`config.mk`:
```
export PLATFORM = sky130hd
export DESIGN_NAME = primitive_assembler_top
export DESIGN_NICKNAME = d
export VERILOG_FILES = /design/src/design/pa_pkg.sv /design/src/design/primitive_assembler_top.sv /design/src/design/pa_front.sv /design/src/design/pa_queue.sv /design/src/design/pa_back.sv
export SDC_FILE = /design/constraint.sdc
export NUM_CORES = 1
export LEC_CHECK = 0
export BUFFER_PORTS_ARGS = -buffer_cell sky130_fd_sc_hd__buf_4
export CORE_ASPECT_RATIO = 1.1
export CORE_MARGIN = 2
export CORE_UTILIZATION = 30
export CTS_BUF_LIST = sky130_fd_sc_hd__clkbuf_2
export DETAILED_ROUTE_END_ITERATION = 10
export PLACE_DENSITY_LB_ADDON = 0.3
export SLEW_MARGIN = 0
export SYNTH_ARGS = -nofsm -noshare
export SYNTH_HDL_FRONTEND = slang
export SYNTH_HIERARCHICAL = 1
export SYNTH_SLANG_ARGS = --single-unit
export TNS_END_PERCENT = 30
```
`constraint.sdc`:
```
create_clock -name aclk -period 18.8 [get_ports aclk]
set_input_delay 3.76 -clock aclk [delete_from_list [all_inputs] [get_ports aclk]]
set_output_delay 3.76 -clock aclk [all_outputs]
set_load 0.02 [all_outputs]
```
`src/design/pa_pkg.sv`:
```
// ----------------------------------------------------------------------------
// pa_pkg
// Shared types, codes and helper functions for the primitive assembler.
// ----------------------------------------------------------------------------
package pa_pkg;

    // Primitive kinds as carried on the input stream.
    localparam logic [2:0] KIND_QUADS = 3'd0;
    localparam logic [2:0] KIND_TRIS  = 3'd1;
    localparam logic [2:0] KIND_STRIP = 3'd2;
    localparam logic [2:0] KIND_FAN   = 3'd3;

    // Internal command codes of the kinds.
    localparam logic [7:0] CODE_QUADS = 8'h80;
    localparam logic [7:0] CODE_TRIS  = 8'h90;
    localparam logic [7:0] CODE_STRIP = 8'h98;
    localparam logic [7:0] CODE_FAN   = 8'hA0;
    localparam logic [7:0] CODE_NONE  = 8'h00;

    // Emission queue geometry.
    localparam int QUEUE_DEPTH = 4;
    localparam int QPTR_W      = 2;
    localparam int QCNT_W      = 3;

    // Number of vertex slots carried by one queue entry.
    localparam int SLOT_COUNT  = 4;

    // Emission patterns handed from the front end to the back end.
    typedef enum logic [1:0] {
        OP_SINGLE = 2'd0,   // slot 0
        OP_TRIPLE = 2'd1,   // slots 0, 1, 2
        OP_QUAD   = 2'd2    // slots 0, 1, 2, 2, 3, 0
    } op_t;

    function automatic logic [7:0] kind_code(input logic [2:0] kind);
        logic [7:0] code;
        case (kind)
            KIND_QUADS: code = CODE_QUADS;
            KIND_TRIS:  code = CODE_TRIS;
            KIND_STRIP: code = CODE_STRIP;
            KIND_FAN:   code = CODE_FAN;
            default:    code = CODE_NONE;
        endcase
        return code;
    endfunction

    // Index of the final word of a run, for each pattern.
    function automatic logic [2:0] op_last_idx(input op_t op);
        logic [2:0] idx;
        case (op)
            OP_SINGLE: idx = 3'd0;
            OP_TRIPLE: idx = 3'd2;
            OP_QUAD:   idx = 3'd5;
            default:   idx = 3'd0;
        endcase
        return idx;
    endfunction

    // Which slot feeds a given word of a run.
    function automatic logic [1:0] op_slot(input op_t op, input logic [2:0] idx);
        logic [1:0] slot;
        slot = 2'd0;
        case (op)
            OP_TRIPLE: begin
                slot = idx[1:0];
            end
            OP_QUAD: begin
                case (idx)
                    3'd0:    slot = 2'd0;
                    3'd1:    slot = 2'd1;
                    3'd2:    slot = 2'd2;
                    3'd3:    slot = 2'd2;
                    3'd4:    slot = 2'd3;
                    default: slot = 2'd0;
                endcase
            end
            default: begin
                slot = 2'd0;
            end
        endcase
        return slot;
    endfunction

endpackage

```
`src/design/primitive_assembler_top.sv`:
```
// ----------------------------------------------------------------------------
// primitive_assembler_top
// Turns a stream of tagged vertices (quads, triangles, strips, fans) into a
// plain triangle list.
// ----------------------------------------------------------------------------
// One vertex is accepted per word on the slave side, tagged in tuser with its
// primitive kind and a start-of-primitive mark; the master side delivers the
// resulting triangle-list vertices, with tlast set on the final word produced
// for each input vertex. The front end takes a new vertex in every cycle that
// its four-entry command queue has room, so kinds that produce one word or
// none run at one vertex per cycle while the output flows. The back end sends
// one word per cycle through its output register while m_tready is high,
// which sets the sustained rate for the heavier kinds: a strip or fan vertex
// yields three words, a complete quad six over its four vertices, and a
// triangle vertex one. The output register reloads as its word is taken, and
// the queue lets the input keep flowing while a long run drains. Vertices of
// an unfinished quad, and those of an unknown kind, produce nothing but still
// enter the history. After reset the first vertex always starts a primitive.
// ----------------------------------------------------------------------------
module primitive_assembler_top #(
    parameter int VERTEX_WIDTH = 32
) (
    input  logic        aclk,
    input  logic        aresetn,
    // Slave side: one vertex per word.
    input  logic        s_tvalid,
    output logic        s_tready,
    input  logic [31:0] s_tdata,    // [31:0] vertex_word
    input  logic [3:0]  s_tuser,    // [2:0] prim_kind, [3] first_vertex
    // Master side: triangle-list vertices.
    output logic        m_tvalid,
    input  logic        m_tready,
    output logic [31:0] m_tdata,    // [31:0] out_vertex
    output logic        m_tlast     // last_of_run
);
    import pa_pkg::*;

    logic                                     accept;
    logic                                     push_valid;
    op_t                                      push_op;
    logic [SLOT_COUNT-1:0][VERTEX_WIDTH-1:0]  push_slots;
    logic                                     queue_full;
    logic                                     cmd_valid;
    logic                                     cmd_ready;
    op_t                                      cmd_op;
    logic [SLOT_COUNT-1:0][VERTEX_WIDTH-1:0]  cmd_slots;

    // Every vertex waits for queue room, so a command is never lost.
    assign s_tready = !queue_full;
    assign accept   = s_tvalid && s_tready;

    pa_front #(
        .VERTEX_WIDTH (VERTEX_WIDTH)
    ) u_front (
        .aclk         (aclk),
        .aresetn      (aresetn),
        .accept       (accept),
        .prim_kind    (s_tuser[2:0]),
        .first_vertex (s_tuser[3]),
        .vertex_word  (s_tdata),
        .push_valid   (push_valid),
        .push_op      (push_op),
        .push_slots   (push_slots)
    );

    pa_queue #(
        .VERTEX_WIDTH (VERTEX_WIDTH)
    ) u_queue (
        .aclk       (aclk),
        .aresetn    (aresetn),
        .push_valid (push_valid),
        .push_op    (push_op),
        .push_slots (push_slots),
        .full       (queue_full),
        .pop_valid  (cmd_valid),
        .pop_ready  (cmd_ready),
        .pop_op     (cmd_op),
        .pop_slots  (cmd_slots)
    );

    pa_back #(
        .VERTEX_WIDTH (VERTEX_WIDTH)
    ) u_back (
        .aclk      (aclk),
        .aresetn   (aresetn),
        .cmd_valid (cmd_valid),
        .cmd_ready (cmd_ready),
        .cmd_op    (cmd_op),
        .cmd_slots (cmd_slots),
        .m_tvalid  (m_tvalid),
        .m_tready  (m_tready),
        .m_tdata   (m_tdata),
        .m_tlast   (m_tlast)
    );

endmodule

```
`src/design/pa_front.sv`:
```
// ----------------------------------------------------------------------------
// pa_front
// Accepts vertices, tracks the primitive history and classifies each vertex
// into an emission command for the queue.
// ----------------------------------------------------------------------------
module pa_front #(
    parameter int VERTEX_WIDTH = 32
) (
    input  logic                                       aclk,
    input  logic                                       aresetn,
    input  logic                                       accept,
    input  logic [2:0]                                 prim_kind,
    input  logic                                       first_vertex,
    input  logic [31:0]                                vertex_word,
    output logic                                       push_valid,
    output pa_pkg::op_t                                push_op,
    output logic [pa_pkg::SLOT_COUNT-1:0][VERTEX_WIDTH-1:0] push_slots
);
    import pa_pkg::*;

    localparam int CW = (VERTEX_WIDTH < 32) ? VERTEX_WIDTH : 32;

    logic [2:0][VERTEX_WIDTH-1:0] history_reg, history_next;
    logic [VERTEX_WIDTH-1:0]      anchor_reg, anchor_next;
    logic [1:0]                   pos_reg, pos_next;
    logic                         two_seen_reg, two_seen_next;

    logic [VERTEX_WIDTH-1:0] cur;
    logic [1:0]              pos;
    logic                    two_seen;
    logic                    emit;

    always_comb begin
        cur      = VERTEX_WIDTH'(vertex_word[CW-1:0]);
        pos      = first_vertex ? 2'd0 : pos_reg;
        two_seen = first_vertex ? 1'b0 : two_seen_reg;

        anchor_next = anchor_reg;
        if (pos == 2'd0 && !two_seen) begin
            anchor_next = cur;
        end

        emit       = 1'b0;
        push_op    = OP_SINGLE;
        push_slots = '0;
        case (kind_code(prim_kind))
            CODE_QUADS: begin
                emit          = (pos == 2'd3);
                push_op       = OP_QUAD;
                push_slots[0] = history_reg[2];
                push_slots[1] = history_reg[1];
                push_slots[2] = history_reg[0];
                push_slots[3] = cur;
            end
            CODE_TRIS: begin
                emit          = 1'b1;
                push_slots[0] = cur;
            end
            CODE_STRIP: begin
                emit    = two_seen;
                push_op = OP_TRIPLE;
                // Odd positions swap the winding.
                push_slots[0] = pos[0] ? history_reg[0] : history_reg[1];
                push_slots[1] = pos[0] ? history_reg[1] : history_reg[0];
                push_slots[2] = cur;
            end
            CODE_FAN: begin
                emit          = two_seen;
                push_op       = OP_TRIPLE;
                push_slots[0] = anchor_next;
                push_slots[1] = history_reg[0];
                push_slots[2] = cur;
            end
            default: begin
                emit = 1'b0;
            end
        endcase
        push_valid = accept && emit;

        history_next  = {history_reg[1], history_reg[0], cur};
        two_seen_next = two_seen || (pos != 2'd0);
        pos_next      = pos + 2'd1;
    end

    always_ff @(posedge aclk) begin
        if (!aresetn) begin
            history_reg  <= '0;
            anchor_reg   <= '0;
            pos_reg      <= 2'd0;
            two_seen_reg <= 1'b0;
        end else if (accept) begin
            history_reg  <= history_next;
            anchor_reg   <= anchor_next;
            pos_reg      <= pos_next;
            two_seen_reg <= two_seen_next;
        end
    end

endmodule

```
`src/design/pa_queue.sv`:
```
// ----------------------------------------------------------------------------
// pa_queue
// Short first-in first-out queue of emission commands between the front end
// and the back end.
// ----------------------------------------------------------------------------
module pa_queue #(
    parameter int VERTEX_WIDTH = 32
) (
    input  logic                                            aclk,
    input  logic                                            aresetn,
    input  logic                                            push_valid,
    input  pa_pkg::op_t                                     push_op,
    input  logic [pa_pkg::SLOT_COUNT-1:0][VERTEX_WIDTH-1:0] push_slots,
    output logic                                            full,
    output logic                                            pop_valid,
    input  logic                                            pop_ready,
    output pa_pkg::op_t                                     pop_op,
    output logic [pa_pkg::SLOT_COUNT-1:0][VERTEX_WIDTH-1:0] pop_slots
);
    import pa_pkg::*;

    op_t                                   op_mem  [QUEUE_DEPTH];
    logic [SLOT_COUNT-1:0][VERTEX_WIDTH-1:0] slot_mem [QUEUE_DEPTH];

    logic [QPTR_W-1:0] wr_ptr_reg, wr_ptr_next;
    logic [QPTR_W-1:0] rd_ptr_reg, rd_ptr_next;
    logic [QCNT_W-1:0] count_reg, count_next;
    logic              do_push, do_pop;

    always_comb begin
        full      = (count_reg == QCNT_W'(QUEUE_DEPTH));
        pop_valid = (count_reg != '0);
        pop_op    = op_mem[rd_ptr_reg];
        pop_slots = slot_mem[rd_ptr_reg];

        do_push = push_valid && !full;
        do_pop  = pop_valid && pop_ready;

        wr_ptr_next = do_push ? wr_ptr_reg + QPTR_W'(1) : wr_ptr_reg;
        rd_ptr_next = do_pop ? rd_ptr_reg + QPTR_W'(1) : rd_ptr_reg;
        count_next  = count_reg;
        if (do_push && !do_pop) begin
            count_next = count_reg + QCNT_W'(1);
        end else if (do_pop && !do_push) begin
            count_next = count_reg - QCNT_W'(1);
        end
    end

    always_ff @(posedge aclk) begin
        if (do_push) begin
            op_mem[wr_ptr_reg]   <= push_op;
            slot_mem[wr_ptr_reg] <= push_slots;
        end
    end

    always_ff @(posedge aclk) begin
        if (!aresetn) begin
            wr_ptr_reg <= '0;
            rd_ptr_reg <= '0;
            count_reg  <= '0;
        end else begin
            wr_ptr_reg <= wr_ptr_next;
            rd_ptr_reg <= rd_ptr_next;
            count_reg  <= count_next;
        end
    end

endmodule

```
`src/design/pa_back.sv`:
```
// ----------------------------------------------------------------------------
// pa_back
// Walks the command at the head of the queue and presents one vertex word a
// cycle through an output register while m_tready is high.
// ----------------------------------------------------------------------------
module pa_back #(
    parameter int VERTEX_WIDTH = 32
) (
    input  logic                                            aclk,
    input  logic                                            aresetn,
    input  logic                                            cmd_valid,
    output logic                                            cmd_ready,
    input  pa_pkg::op_t                                     cmd_op,
    input  logic [pa_pkg::SLOT_COUNT-1:0][VERTEX_WIDTH-1:0] cmd_slots,
    output logic                                            m_tvalid,
    input  logic                                            m_tready,
    output logic [31:0]                                     m_tdata,
    output logic                                            m_tlast
);
    import pa_pkg::*;

    localparam int OW = (VERTEX_WIDTH < 32) ? VERTEX_WIDTH : 32;

    logic [2:0]              idx_reg, idx_next;
    logic                    valid_reg, valid_next;
    logic [31:0]             data_reg, data_next;
    logic                    last_reg, last_next;
    logic                    load, is_last;
    logic [VERTEX_WIDTH-1:0] picked;

    always_comb begin
        load      = cmd_valid && (!valid_reg || m_tready);
        is_last   = (idx_reg == op_last_idx(cmd_op));
        cmd_ready = load && is_last;
        picked    = cmd_slots[op_slot(cmd_op, idx_reg)];

        idx_next   = idx_reg;
        valid_next = valid_reg;
        data_next  = data_reg;
        last_next  = last_reg;
        if (load) begin
            idx_next   = is_last ? 3'd0 : idx_reg + 3'd1;
            valid_next = 1'b1;
            data_next  = 32'(picked[OW-1:0]);
            last_next  = is_last;
        end else if (m_tready) begin
            valid_next = 1'b0;
        end
    end

    always_ff @(posedge aclk) begin
        if (!aresetn) begin
            idx_reg   <= 3'd0;
            valid_reg <= 1'b0;
        end else begin
            idx_reg   <= idx_next;
            valid_reg <= valid_next;
        end
    end

    always_ff @(posedge aclk) begin
        data_reg <= data_next;
        last_reg <= last_next;
    end

    assign m_tvalid = valid_reg;
    assign m_tdata  = data_reg;
    assign m_tlast  = last_reg;

endmodule

```
==> results.cfg <==
[detailed_routing]
drtAntennaViolNets = 0
routed_wl_mm = 73.2
drtPass1Iterations = 5
drtIter0Drc = 1283
drc = 0
via_per_inst = 4.90
vias = 16600
wl_per_cell_microns = 21.6

[worst_setup_path]
r2r_slack_ns = 13.43
rr_startpoint = u_queue/count_reg[1]$_SDFFE_PN0P_
cp_cell_sequence = buf_4 > nor2b_4 > buf_4 > ha_1 > nor3_1 > a2111oi_0 > nor2b_1 > and2_4 > buf_4 > buf_4
critPathArrivalTime_ns = 8.08
crit_end = u_queue/slot_mem[2][53]$_DFFE_PP_
crit_top_cell = buf_4
cp.required_ns = 19.69
crit_buf_inv = 4
r2r.worst_path.cells = 10
r2r_end = u_queue/slot_mem[2][53]$_DFFE_PP_
path_class = in -> reg
end_kind = register
cp_max_fo = 54
startpoint = s_tuser[3]
max_stage_delay_ns = 0.82
crit_path_top_delay_cell = buf_4
cpLargestDelayFamily = buffers and inverters
start_kind = input port
worst-path-stages = 10

[synthesis]
synth-simple-area-share_pct = 7.67
ys.flop_type = edfxtp_1
synthMuxAreaShare_pct = 15.6
yosysMostFrequentCell = edfxtp_1
netlist-cell-type-count = 45
synth-compound-area-share_pct = 5.91
ys_seq_area_share_pct = 66.5
synth_warnings = 6
synthAdderAreaFrac_pct = 0.752
syn-num-nets = 1862
syn_area_sq_um = 29300
syn_inst = 1805
synth_area_leaders = edfxtp_1, mux4_2, dfxtp_1
postSynth.asyncResetShare_pct = 0
avgSynthCellArea_sq_um = 16.2
synth_top_area_share_pct = 56.7
synth_top_cell_by_area = edfxtp_1
synth-xor-area-share_pct = 0.179
synth_edf_count = 553
synthTopCellsByCount = edfxtp_1, nor2b_1, mux2i_1
ys_ff_latch = 697
synth_top_family_by_area = multiplexers

[cells_and_area]
fillers = 9357
largest_reg_flops = 512
drive_gt1_share_pct = 26.2
area_growth_pct = 11.5
regMostFlops = u_queue/slot_mem
final_nets = 2014

[run]
cap_viol_max_count = 0

[floorplan]
initial_core_util_pct = 30.2
ios = 75
die-area_sq_um = 100000
core_area_sq_um = 97100
dieWidth_microns = 302
die_h_microns = 332
rows = 120

[global_routing]
grt_pass1_vias = 17700
grt_max_degree = 80
grt_pass1_wl_mm = 109
grt_use_total_pct = 14.6
grt_overflow = 0
antenna_found_initial = 5

[sta]
slew_viol_final = 0
worst_pin_slew_ns = 1.14
max_slew_margin_pct = 23.5
finalSetupViolCount = 0
finalHoldViolCount = 0
timing.fmax_mhz = 139
grt_setup_unrepaired = no
period_needed_ns = 7.18
fin_worst_skew_ns = 0.115
final.period_utilization_pct = 38.2
tns_ns = 0
worst_slack_ns = 11.62

[clock_network]
postCtsSetupBuffers = 0
cts-htree-levels = 4
cts.sinks = 697
clk_latency_ns = 1.36
cts_buffers = 173
clockBufferDepth = 3
tritoncts = done
cts.clk_slew.worst_paths_ns = 0.09
cts-root-buf = clkbuf_2
cts_resized = 0
cts_hold_buf = 0

[pwr]
netSwitchingPower_uw = 882
clockPowerShare_pct = 33.7
ir_worst_vdd_v = 0.0000397
seq_power_share_pct = 54.3
power_density_nw_per_um2 = 98.9
internal_power_uw = 2350
p_sw_share_pct = 27.3
leakage_uw = 0.0110
comb_power_share_pct = 12.0

[hold_path]
hold_class = reg -> reg
hp-start = u_front/pos_reg[0]$_SDFFE_PN0P_

[placed_design]
routabilityCongestion = 0.725
post-place-ws_ns = 10.23
place_hpwl_mm = 39.5
port-buffer-count = 74

[run_status]
outcome = completed
## metrics by stage
step / cells / utilization [%] / hold WS, ns / instance area [sq um] / power, uW
global route: 3388 / 33.6 / 0.536 / 32700 / 3390
finish: 3388 / 33.6 / 0.498 / 32700 / 3230
global placement: 3063 / 31.8 / 0.473 / 30900 / 2180
floorplan: 1805 / - / 0.446 / 29300 / 2040
CTS: 3384 / 33.6 / 0.501 / 32700 / 3290
detailed placement: 3063 / 31.8 / 0.477 / 30900 / 2190
## metal layers
layer,vias to the layer above,wire (microns),GRT usage (%)
met2,534,37000,24.9
met5,-,34,0
met1,8507,29700,18.0
li1,7452,-,-
met3,113,4950,3.60
met4,6,1580,5.36
## worst min path at each step
stage	to	slack, ns	cells past startpoint
4_1_cts	u_front/pos_reg[0]$_SDFFE_PN0P_	0.50	1
3_3_place_gp	u_front/pos_reg[0]$_SDFFE_PN0P_	0.47	1
3_5_place_dp	u_front/pos_reg[0]$_SDFFE_PN0P_	0.48	1
5_1_grt	u_front/pos_reg[0]$_SDFFE_PN0P_	0.54	1
6_report	u_front/pos_reg[0]$_SDFFE_PN0P_	0.50	1
2_1_floorplan	u_front/pos_reg[0]$_SDFFE_PN0P_	0.45	1
## power groups by stage
stage,Clock [uW],Combinational [uW],Sequential (uW)
2_1_floorplan,0,238,1800
3_3_place_gp,0,391,1790
3_5_place_dp,0,396,1790
4_1_cts,1140,398,1760
5_1_grt,1210,419,1760
6_report,1090,387,1750
## layout make-up
type / instances / area (sq um) / share of cell area, %
clock buffer: 273 / 1370 / 4.18
timing repair buffer: 109 / 818 / 2.51
clock inverter: 48 / 390 / 1.20
multi-input combinational: 960 / 8910 / 27.3
antenna: 4 / 10.0 / 0.0306
sequential: 697 / 19500 / 59.7
inverter: 16 / 67.6 / 0.207
tap: 1281 / 1600 / 4.91
## cell families after synthesis
kind of cell / count (synthesis)
buffers and inverters: 148
AOI/OAI and AO/OA: 213
xor gates and xnor gates: 6
DFF: 697
adders and majority gates: 17
muxes: 295
and+or+nand+nor: 429
## layout by cell type, fill, tap and decap left out, types with 2 or more instances in the layout
| master | synthesis | layout |
|---|---|---|
| a211oi_1 | 64 | 64 |
| clkinvlp_4 | 0 | 2 |
| clkinv_4 | 0 | 2 |
| dfxtp_1 | 144 | 142 |
| a21boi_0 | 2 | 2 |
| dfxtp_4 | 0 | 2 |
| xnor2_1 | 5 | 5 |
| a311o_1 | 33 | 32 |
| inv_1 | 15 | 14 |
| buf_4 | 11 | 109 |
| and2_4 | 0 | 4 |
| nor3_1 | 65 | 64 |
| a22o_1 | 65 | 64 |
| nor2_1 | 3 | 3 |
| mux2i_1 | 164 | 164 |
| clkbuf_2 | 0 | 273 |
| nand2_1 | 140 | 140 |
| clkinv_2 | 0 | 7 |
| o21ai_0 | 4 | 4 |
| edfxtp_1 | 553 | 553 |
| a21oi_1 | 3 | 3 |
| inv_2 | 0 | 3 |
| a31oi_1 | 32 | 32 |
| nor2b_4 | 0 | 3 |
| ha_1 | 16 | 16 |
| or3_1 | 2 | 2 |
| nand2b_1 | 5 | 5 |
| a22oi_1 | 2 | 2 |
| and2_1 | 43 | 39 |
| diode_2 | 0 | 4 |
| nor2b_1 | 167 | 164 |
| bufinv_16 | 0 | 7 |
| mux4_2 | 130 | 130 |
| clkinv_1 | 0 | 28 |
(Power assumes the default switching activity.)
